`src/hw/rtl/fpsa_pkg.sv`:
```
// ----------------------------------------------------------------------------
// fpsa_pkg
// Types, codes and widths shared by the free page stack allocator.
// ----------------------------------------------------------------------------
`default_nettype none

package fpsa_pkg;

    localparam int CTR_W       = 48;                   // byte counters, addresses
    localparam int PAGE_BYTES  = 4096;
    localparam int PAGE_SHIFT  = $clog2(PAGE_BYTES);
    localparam int FRAME_W     = CTR_W - PAGE_SHIFT;   // frame number width
    localparam int PAGES_W     = FRAME_W + 1;          // page count of a region
    localparam int STACK_DEPTH = 4096;

    localparam logic [CTR_W-1:0] PAGE_BYTES_C = CTR_W'(PAGE_BYTES);

    localparam logic [1:0] STATUS_OK    = 2'd0;
    localparam logic [1:0] STATUS_EMPTY = 2'd1;
    localparam logic [1:0] STATUS_FULL  = 2'd2;

    localparam logic [1:0] KIND_FREE   = 2'd0;
    localparam logic [1:0] KIND_LOADER = 2'd1;

    typedef enum logic [1:0] {
        FUNC_CLEAR = 2'd0,
        FUNC_ADD   = 2'd1,
        FUNC_ALLOC = 2'd2,
        FUNC_FREE  = 2'd3
    } func_t;

    typedef enum logic [3:0] {
        ST_IDLE,
        ST_TOTAL,
        ST_KIND,
        ST_WALK,
        ST_PUSH,
        ST_PFREE,
        ST_PUSED,
        ST_POP,
        ST_AFREE,
        ST_AUSED,
        ST_RESP
    } state_t;

    // request to the shared saturating add/subtract unit
    typedef struct packed {
        logic [CTR_W-1:0] a;
        logic [CTR_W-1:0] b;
        logic             sub;
    } alu_req_t;

endpackage

`default_nettype wire

```
`src/hw/rtl/fpsa_alu.sv`:
```
// ----------------------------------------------------------------------------
// fpsa_alu
// Shared 48-bit add/subtract; adds saturate high, subtracts stop at zero.
// ----------------------------------------------------------------------------
`default_nettype none

module fpsa_alu (
    input  wire fpsa_pkg::alu_req_t          req,
    output logic [fpsa_pkg::CTR_W-1:0]       result
);
    import fpsa_pkg::*;

    logic [CTR_W:0] sum;
    logic [CTR_W:0] diff;

    assign sum  = {1'b0, req.a} + {1'b0, req.b};
    assign diff = {1'b0, req.a} - {1'b0, req.b};

    always_comb
    begin
        if (req.sub)
        begin
            result = diff[CTR_W] ? '0 : diff[CTR_W-1:0];   // borrow: floor at 0
        end
        else
        begin
            result = sum[CTR_W] ? '1 : sum[CTR_W-1:0];     // carry: clamp
        end
    end

endmodule

`default_nettype wire

```
`config.mk`:
```
export PLATFORM = sky130hd
export DESIGN_NAME = fpsa_alu
export DESIGN_NICKNAME = d
export VERILOG_FILES = /design/src/hw/rtl/fpsa_pkg.sv /design/src/hw/rtl/fpsa_alu.sv
export SDC_FILE = /design/constraint.sdc
export NUM_CORES = 1
export LEC_CHECK = 0
export BUFFER_PORTS_ARGS = -buffer_cell sky130_fd_sc_hd__buf_2
export CORE_MARGIN = 2
export CORE_UTILIZATION = 30
export DETAILED_ROUTE_END_ITERATION = 10
export PLACE_DENSITY = 0.6
export SLEW_MARGIN = 10
export SYNTH_ARGS = -nofsm -noshare
export SYNTH_HDL_FRONTEND = slang
export SYNTH_SLANG_ARGS = --single-unit
```
`constraint.sdc`:
```
create_clock -name vclk -period 6.1
set_clock_uncertainty 0.05 [all_clocks]
set_input_delay 0.915 -clock vclk [all_inputs]
set_output_delay 0.915 -clock vclk [all_outputs]
set_load 0.05 [all_outputs]
```
# Word level (Yosys, flattened, before mapping)
# Cells that the tools add are included.
dict set report op_classes {
  add_sub_neg 2
  n_mul 0
  div 0
  magnitude_cmp 0
  eq_ne 0
  n_shift 0
  n_mux 3
  bitwise 0
  n_reduce_logical 0
}
# cell count
set op_table {}
lappend op_table {{$mux 48} 3}
lappend op_table {{$add 48x48->49} 1}
lappend op_table {{$sub 48x48->49} 1}
dict set report totals {
  reg_bits 0
  latchBits 0
  ram_bits 0
  mem_bits_ro 0
  inputBits 97
  word_cells 5
  n_memories 0
}

# Longest topological paths before layout
# Gate-level depths: netlist of run 1.
dict set report logic_depth {
  word_depth 3
  mapped_depth 15
  depth_no_buf 14
}

# Worst setup path before layout of run 1
# No wires, ideal clock.
dict set report synth_timing {
  path_type {input -> output}
  start {input port req[25] (netlist name)}
  end {output port result[17] (netlist name)}
  t_arrival_ns 4.588
  t_required_ns 5.135
  slack_ns 0.547
  stages 12
  n_path_buf 2
  cell_sequence {inv_1 -> ha_1 -> buf_2 -> nand4_1 -> nor4_1 -> nand4b_1 -> o22ai_1 -> a211oi_2 -> o21ai_1 -> buf_2 -> a21oi_1 -> o311ai_0}
}
dict set report synth_between {
  elab_chain_len 3
  word_cells_on_any_way 5
  cone_classes {add/sub (2); mux (3)}
}
# element line
set synth_rtl {}
lappend synth_rtl {{start: declaration} fpsa_alu.sv:8} ;# input wire fpsa_pkg::alu_req_t req,
lappend synth_rtl {{$add 48x48->49 or $sub 48x48->49 (tied branches)} {fpsa_alu.sv:16, fpsa_alu.sv:17}}
lappend synth_rtl {{$mux 48 (on tied branches)} {fpsa_alu.sv:27, fpsa_alu.sv:23}}
lappend synth_rtl {{$mux 48 *} fpsa_alu.sv:21} ;# if (req.sub)
lappend synth_rtl {{end: declaration} fpsa_alu.sv:9} ;# output logic [fpsa_pkg::CTR_W-1:0] result
# Every way passes the cells marked *; elsewhere a longest branch is shown, timed or not.

# Worst setup path in the final report of run 1
dict set report layout_timing {
  start {input port req[31] (netlist name)}
  end {output port result[25] (netlist name)}
}
# The elaborated chain is that of the path after synthesis.

==> results of run 1 <==
## placed cells by master (no fill, tap or decap), drive strengths merged, types with 6 or more instances in the layout
| cell | count |
|---|---|
| nor2b | 17 |
| o221ai | 14 |
| o22ai | 6 |
| inv | 98 |
| o31ai | 16 |
| and3 | 9 |
| o21bai | 17 |
| a221o | 10 |
| nor2 | 87 |
| nor3 | 34 |
| nand2 | 79 |
| ha | 96 |
| buf | 177 |
| a211oi | 18 |
| nand3 | 26 |
| a2bb2oi | 11 |
| o21ai | 96 |
| nand4 | 12 |
| o211ai | 20 |
| nor4 | 10 |
| a21o | 21 |
| or3 | 10 |
| nand2b | 14 |
| a21boi | 7 |
| or2 | 8 |
| a21oi | 152 |
| o21a | 15 |
| a31oi | 7 |
## worst paths after layout
path	end	slack, ns	cells past startpoint
worst max-delay path	result[25]	0.57	14
worst min-delay path	result[0]	2.39	4
## worst max-delay path, delay by kind of cell
| kind | cells | cell delay, ns |
|---|---|---|
| AND/OR/NAND/NOR | 3 | 0.81 |
| adder cells (fa/ha/maj) | 1 | 0.49 |
| AO/OA/AOI/OAI | 5 | 1.43 |
| buffers and inverters | 5 | 0.92 |
## synthesized netlist by cell type (4+ instances only)
cell type    n
a211o_1      5
a211oi_1    15
a21boi_0     6
a21o_1      21
a21oi_1    150
a221o_1     10
a2bb2oi_1   11
a31oi_1      6
and2_1       4
and3_1       9
buf_2       29
buf_4        5
clkbuf_1    29
ha_1        96
inv_1       98
nand2_1     79
nand2b_1    14
nand3_1     26
nand4_1     12
nor2_1      85
nor2b_1     17
nor3_1      33
nor4_1       9
o211ai_1    19
o21a_1      15
o21ai_0     80
o21ai_1     13
o21bai_1    17
o221ai_1    13
o22a_1       4
o22ai_1      6
o31a_1       5
o31ai_1     14
or2_2        6
or3_1        9
## final cells by class
type / count / area, um^2
Fill cell: 2445 / 14160
Inverter: 98 / 367.9
Multi-Input combinational cell: 889 / 5976
Tap cell: 280 / 350.3
Timing Repair Buffer: 177 / 965.9
## per-stage QoR
stage | worst slack [ns] | instance area (um^2) | power (mW) | instances | hold WS [ns]
6_report | 0.5665 | 7660 | 1.071 | 1444 | 2.393
5_1_grt | 0.3777 | 7660 | 1.155 | 1444 | 2.411
4_1_cts | 0.6820 | 7660 | 1.056 | 1444 | 2.387
3_5_place_dp | 0.6935 | 7660 | 1.050 | 1444 | 2.385
3_3_place_gp | 0.6235 | 7660 | 1.051 | 1444 | 2.394
2_1_floorplan | 0.5466 | 6661 | 0.7587 | 1053 | 2.173
## routing by layer
layer / wire length [um] / vias to the layer above / GRT usage (%)
li1: - / 4126 / -
met2: 11880 / 414 / 35.21
met5: 0 / - / 0
met4: 894 / 0 / 6.746
met3: 2066 / 73 / 2.240
met1: 11940 / 3911 / 30.36
## power by group through the flow
stage | Clock, mW | Combinational (mW) | Sequential [mW]
CTS | 0 | 1.06 | 0
finish | 0 | 1.07 | 0
global placement | 0 | 1.05 | 0
detailed placement | 0 | 1.05 | 0
global route | 0 | 1.15 | 0
floorplan | 0 | 0.759 | 0
## cells by family (layout without fill, tap and decap cells)
logic type               count (synthesis)  count (layout)
adder cells (fa/ha/maj)                 98              98
AO/OA/AOI/OAI                          466             466
multiplexers                             5               5
buffers and inverters                  164             275
AND/OR/NAND/NOR                        320             320
==> flow_metrics.env, run 1 <==
export IMPL_drc=0
export IMPL_fin_util_pct=35.10
export IMPL_yosysWarningCount=0
export IMPL_slowest_stage="ha_1"
export IMPL_tightest_slew_ns=0.7487
export IMPL_syn_area_mm2=0.006661
export IMPL_synth_mux_area_share_pct=0.8077
export IMPL_worstSetupPathType="input port to primary output"
export IMPL_rsz0062_at_grt="false"
export IMPL_diodes=0
export IMPL_p_leak_nw=3.512
export IMPL_dieArea_mm2=0.02341
export IMPL_gp_congestion=0.9925
export IMPL_post_route_period_util_pct=90.71
export IMPL_dr_pass1_iters=5
export IMPL_rows=54
export IMPL_status="completed"
export IMPL_yosysTopAreaCell="ha_1"
export IMPL_synthAdderAreaFrac_pct=18.63
export IMPL_intPower_mw=0.3300
export IMPL_finalSetupViolCount=0
export IMPL_ios=145
export IMPL_syn_avg_cell_area_um2=6.326
export IMPL_power_frac_seq_pct=0
export IMPL_drtAntennaViolNets=0
export IMPL_drive_above_1_share_pct=18.47
export IMPL_hold_violations=0
export IMPL_crit_chain="buf_2 -> inv_1 -> ha_1 -> buf_4 -> nand4_1 -> nor4_1 -> nand4b_1 -> o22ai_1 -> a211oi_2 -> o21a_1 -> buf_4 -> o31a_1 -> o21ai_0 -> buf_2"
export IMPL_seq_cell_count=0
export IMPL_grt_pass1_vias=8193
export IMPL_track_usage_pct=21.74
export IMPL_synth_compound_area_share_pct=46.79
export IMPL_period_minus_slack_ns=5.534
export IMPL_core_area_mm2=0.02182
export IMPL_critical_path_required_ns=5.13
export IMPL_grt_max_degree=66
export IMPL_synth_xor_area_share_pct=0
export IMPL_arrival_ns=4.57
export IMPL_switchingPower_mw=0.7407
export IMPL_seqCellArea_um2=0
export IMPL_fin_setup_tns_ns=0
export IMPL_die_w_um=153.0
export IMPL_place_hpwl_mm=21.91
export IMPL_startpoint="req[31]"
export IMPL_worstHoldStart="req[1]"
export IMPL_grt_pass1_wl_mm=42.84
export IMPL_syn_num_nets=1248
export IMPL_nNetsFinal=1361
export IMPL_fmax_ghz=0.1807
export IMPL_routedWlPerCell_um=18.54
export IMPL_n_clock_buffer=0
export IMPL_postCtsHoldBufs=0
export IMPL_yosys_area_share_simple_pct=23.48
export IMPL_hold_path_class="input port to primary output"
export IMPL_vias=8524
export IMPL_start_util_pct=30.52
export IMPL_postCtsResizedCells=0
export IMPL_start_kind="input port"
export IMPL_drv_slew=0
export IMPL_die_h_um=153.0
export IMPL_synth_area_leaders="ha_1 (18%), a21oi_1 (11%), o21ai_0 (6.0%)"
export IMPL_p_sw_share_pct=69.18
export IMPL_clkPwrFrac_pct=0
export IMPL_maxCapViolations=0
export IMPL_netlist_area_leader_share_pct=18.03
export IMPL_end_kind="primary output"
export IMPL_peakVddDrop_v=0.00009779
export IMPL_p_per_area_mw_per_mm2=139.8
export IMPL_synth_top_family_by_area="compound AO/OA/AOI/OAI gates"
export IMPL_crit_fanout=11
export IMPL_portBuffers=145
export IMPL_maxSlewHeadroom_pct=49.63
export IMPL_wirelength_mm=26.78
export IMPL_synth_distinct_cells=83
export IMPL_syn_to_final_growth_pct=14.99
export IMPL_drtIter0Drc=909
export IMPL_grt_overflow_total=0
export IMPL_max_stage_delay_ns=0.49
export IMPL_synthCells=1053
export IMPL_cts_setup_buffers=0
export IMPL_antenna_found_initial=0
export IMPL_vias_per_cell=5.903
export IMPL_power_frac_comb_pct=100.0
export IMPL_ys_seq_area_share_pct=0
No activity file was read; power rests on OpenSTA's default activity.
==> inputs of run 2 (changes only) <==
--- a/config.mk
+++ b/config.mk
@@ -6,10 +6,12 @@
 export NUM_CORES = 1
 export LEC_CHECK = 0
 export BUFFER_PORTS_ARGS = -buffer_cell sky130_fd_sc_hd__buf_2
+export CAP_MARGIN = 10
 export CORE_MARGIN = 2
 export CORE_UTILIZATION = 30
 export DETAILED_ROUTE_END_ITERATION = 10
 export PLACE_DENSITY = 0.6
+export RECOVER_POWER = 50
 export SLEW_MARGIN = 10
 export SYNTH_ARGS = -nofsm -noshare
 export SYNTH_HDL_FRONTEND = slang
==> flow_metrics.env, run 2 (synthesis gave the netlist of run 1 again) <==
export IMPL_status="completed"
export IMPL_cts_setup_buffers=0
export IMPL_nNetsFinal=1361
export IMPL_crit_fanout=11
export IMPL_drive_above_1_share_pct=16.67
export IMPL_power_frac_comb_pct=100.0
export IMPL_peakVddDrop_v=0.00009620
export IMPL_slowest_stage="ha_1"
export IMPL_hold_violations=0
export IMPL_grt_pass1_wl_mm=42.84
export IMPL_timing_hold_ws_ns=2.395
export IMPL_maxCapViolations=0
export IMPL_crit_top_cell="clkbuf_1"
export IMPL_vias=8512
export IMPL_rows=54
export IMPL_maxSlewHeadroom_pct=49.50
export IMPL_critPathBufInv=5
export IMPL_path_delay_family="compound AO/OA/AOI/OAI gates"
export IMPL_grt_max_degree=66
export IMPL_intPower_mw=0.3226
export IMPL_place_inst=1444
export IMPL_diodes=0
export IMPL_die_h_um=153.0
export IMPL_max_stage_delay_ns=0.49
export IMPL_final_cells=1444
export IMPL_routedWlPerCell_um=18.54
export IMPL_hold_path_class="input port to primary output"
export IMPL_fillCellCount=2455
export IMPL_tightest_slew_ns=0.7575
export IMPL_place_hpwl_mm=21.91
export IMPL_dieArea_mm2=0.02341
export IMPL_antenna_found_initial=0
export IMPL_final_cell_mix="a21oi_1 (150), buf_2 (126), inv_1 (98)"
export IMPL_p_sw_share_pct=69.71
export IMPL_placed_area_mm2=0.007660
export IMPL_fmax_ghz=0.1756
export IMPL_crit_chain="buf_2 -> inv_1 -> ha_1 -> buf_4 -> nand4_1 -> nor4_1 -> nand4b_1 -> o22ai_1 -> a211oi_1 -> o21a_1 -> nand2_1 -> clkbuf_1 -> o21ai_0 -> a21oi_1 -> clkbuf_1"
export IMPL_seqCellArea_um2=0
export IMPL_start_util_pct=30.52
export IMPL_power_frac_seq_pct=0
export IMPL_period_minus_slack_ns=5.693
export IMPL_core_area_mm2=0.02182
export IMPL_track_usage_pct=21.74
export IMPL_end_kind="primary output"
export IMPL_portBuffers=145
export IMPL_p_leak_nw=3.454
export IMPL_n_clock_buffer=0
export IMPL_wirelength_mm=26.78
export IMPL_min_to="result[0]"
export IMPL_ios=145
export IMPL_start_kind="input port"
export IMPL_drc=0
export IMPL_postCtsResizedCells=0
export IMPL_seq_cell_count=0
export IMPL_syn_to_final_growth_pct=14.50
export IMPL_finalSetupViolCount=0
export IMPL_drv_slew=0
export IMPL_arrival_ns=4.73
export IMPL_vias_per_cell=5.895
export IMPL_p_per_area_mw_per_mm2=139.7
export IMPL_multi_input_area_mm2=0.005971
export IMPL_fin_setup_tns_ns=0
export IMPL_switchingPower_mw=0.7427
export IMPL_drtIter0Drc=869
export IMPL_holdPathStages=4
export IMPL_critical_path_required_ns=5.13
export IMPL_dr_pass1_iters=5
export IMPL_grt_overflow_total=0
export IMPL_clkPwrFrac_pct=0
export IMPL_worstHoldStart="req[1]"
export IMPL_final_cell_area_mm2=0.007627
export IMPL_drtAntennaViolNets=0
export IMPL_grt_pass1_vias=8193
export IMPL_rsz0062_at_grt="false"
export IMPL_final_common_cell="a21oi_1"
export IMPL_post_route_period_util_pct=93.33
export IMPL_die_w_um=153.0
export IMPL_worstSetupPathType="input port to primary output"
export IMPL_gp_congestion=0.9925
export IMPL_postCtsHoldBufs=0
run 2: cell count changes in the layout (fill, tap and decap cells not counted), sizes merged:
cell / delta
clkbuf: +20
buf: -20
run 2: routing by layer:
metal | wire, um | up-vias | GRT usage, % | share of wire [%]
li1 | - | 4127 | - | -
met2 | 11840 | 409 | 35.21 | 44
met4 | 892 | 0 | 6.746 | 3.3
met3 | 1953 | 68 | 2.240 | 7.3
met1 | 12090 | 3908 | 30.36 | 45
met5 | 0 | - | 0 | 0
run 2: area by class of cell:
| class | count | area share [%] |
|---|---|---|
| Timing Repair Buffer | 177 | 12.30 |
| Multi-Input combinational cell | 889 | 78.28 |
| Tap cell | 280 | 4.593 |
| Inverter | 98 | 4.823 |
run 2: power groups by stage:
stage	clock, mW	sequential, mW	combinational [mW]
final	0	0	1.07
after detailed placement	0	0	1.05
after CTS	0	0	1.06
after global placement	0	0	1.05
after global routing	0	0	1.15
after floorplan	0	0	0.759
run 2: through the flow:
stage          setup WS, ns  power [mW]  utilization, %
2_1_floorplan        0.5466      0.7587               -
3_3_place_gp         0.6235       1.051           35.10
3_5_place_dp         0.6935       1.050           35.10
4_1_cts              0.6820       1.056           35.10
5_1_grt              0.1945       1.147           34.95
6_report             0.4068       1.065           34.95
run 2: worst max path at each step:
stage	from	endpoint	slack [ns]	cells past startpoint
after floorplan	req[25]	result[17]	0.55	12
after global placement	req[26]	result[25]	0.62	13
after detailed placement	req[3]	result[43]	0.69	14
after CTS	req[31]	result[25]	0.68	14
after global routing	req[22]	result[23]	0.19	15
final	req[31]	result[11]	0.41	15
run 2: tightest hold or removal path: stages:
cell and delay (ns):
buf_2 0.09, ha_1 0.20, a21oi_1 0.10, buf_2 0.22
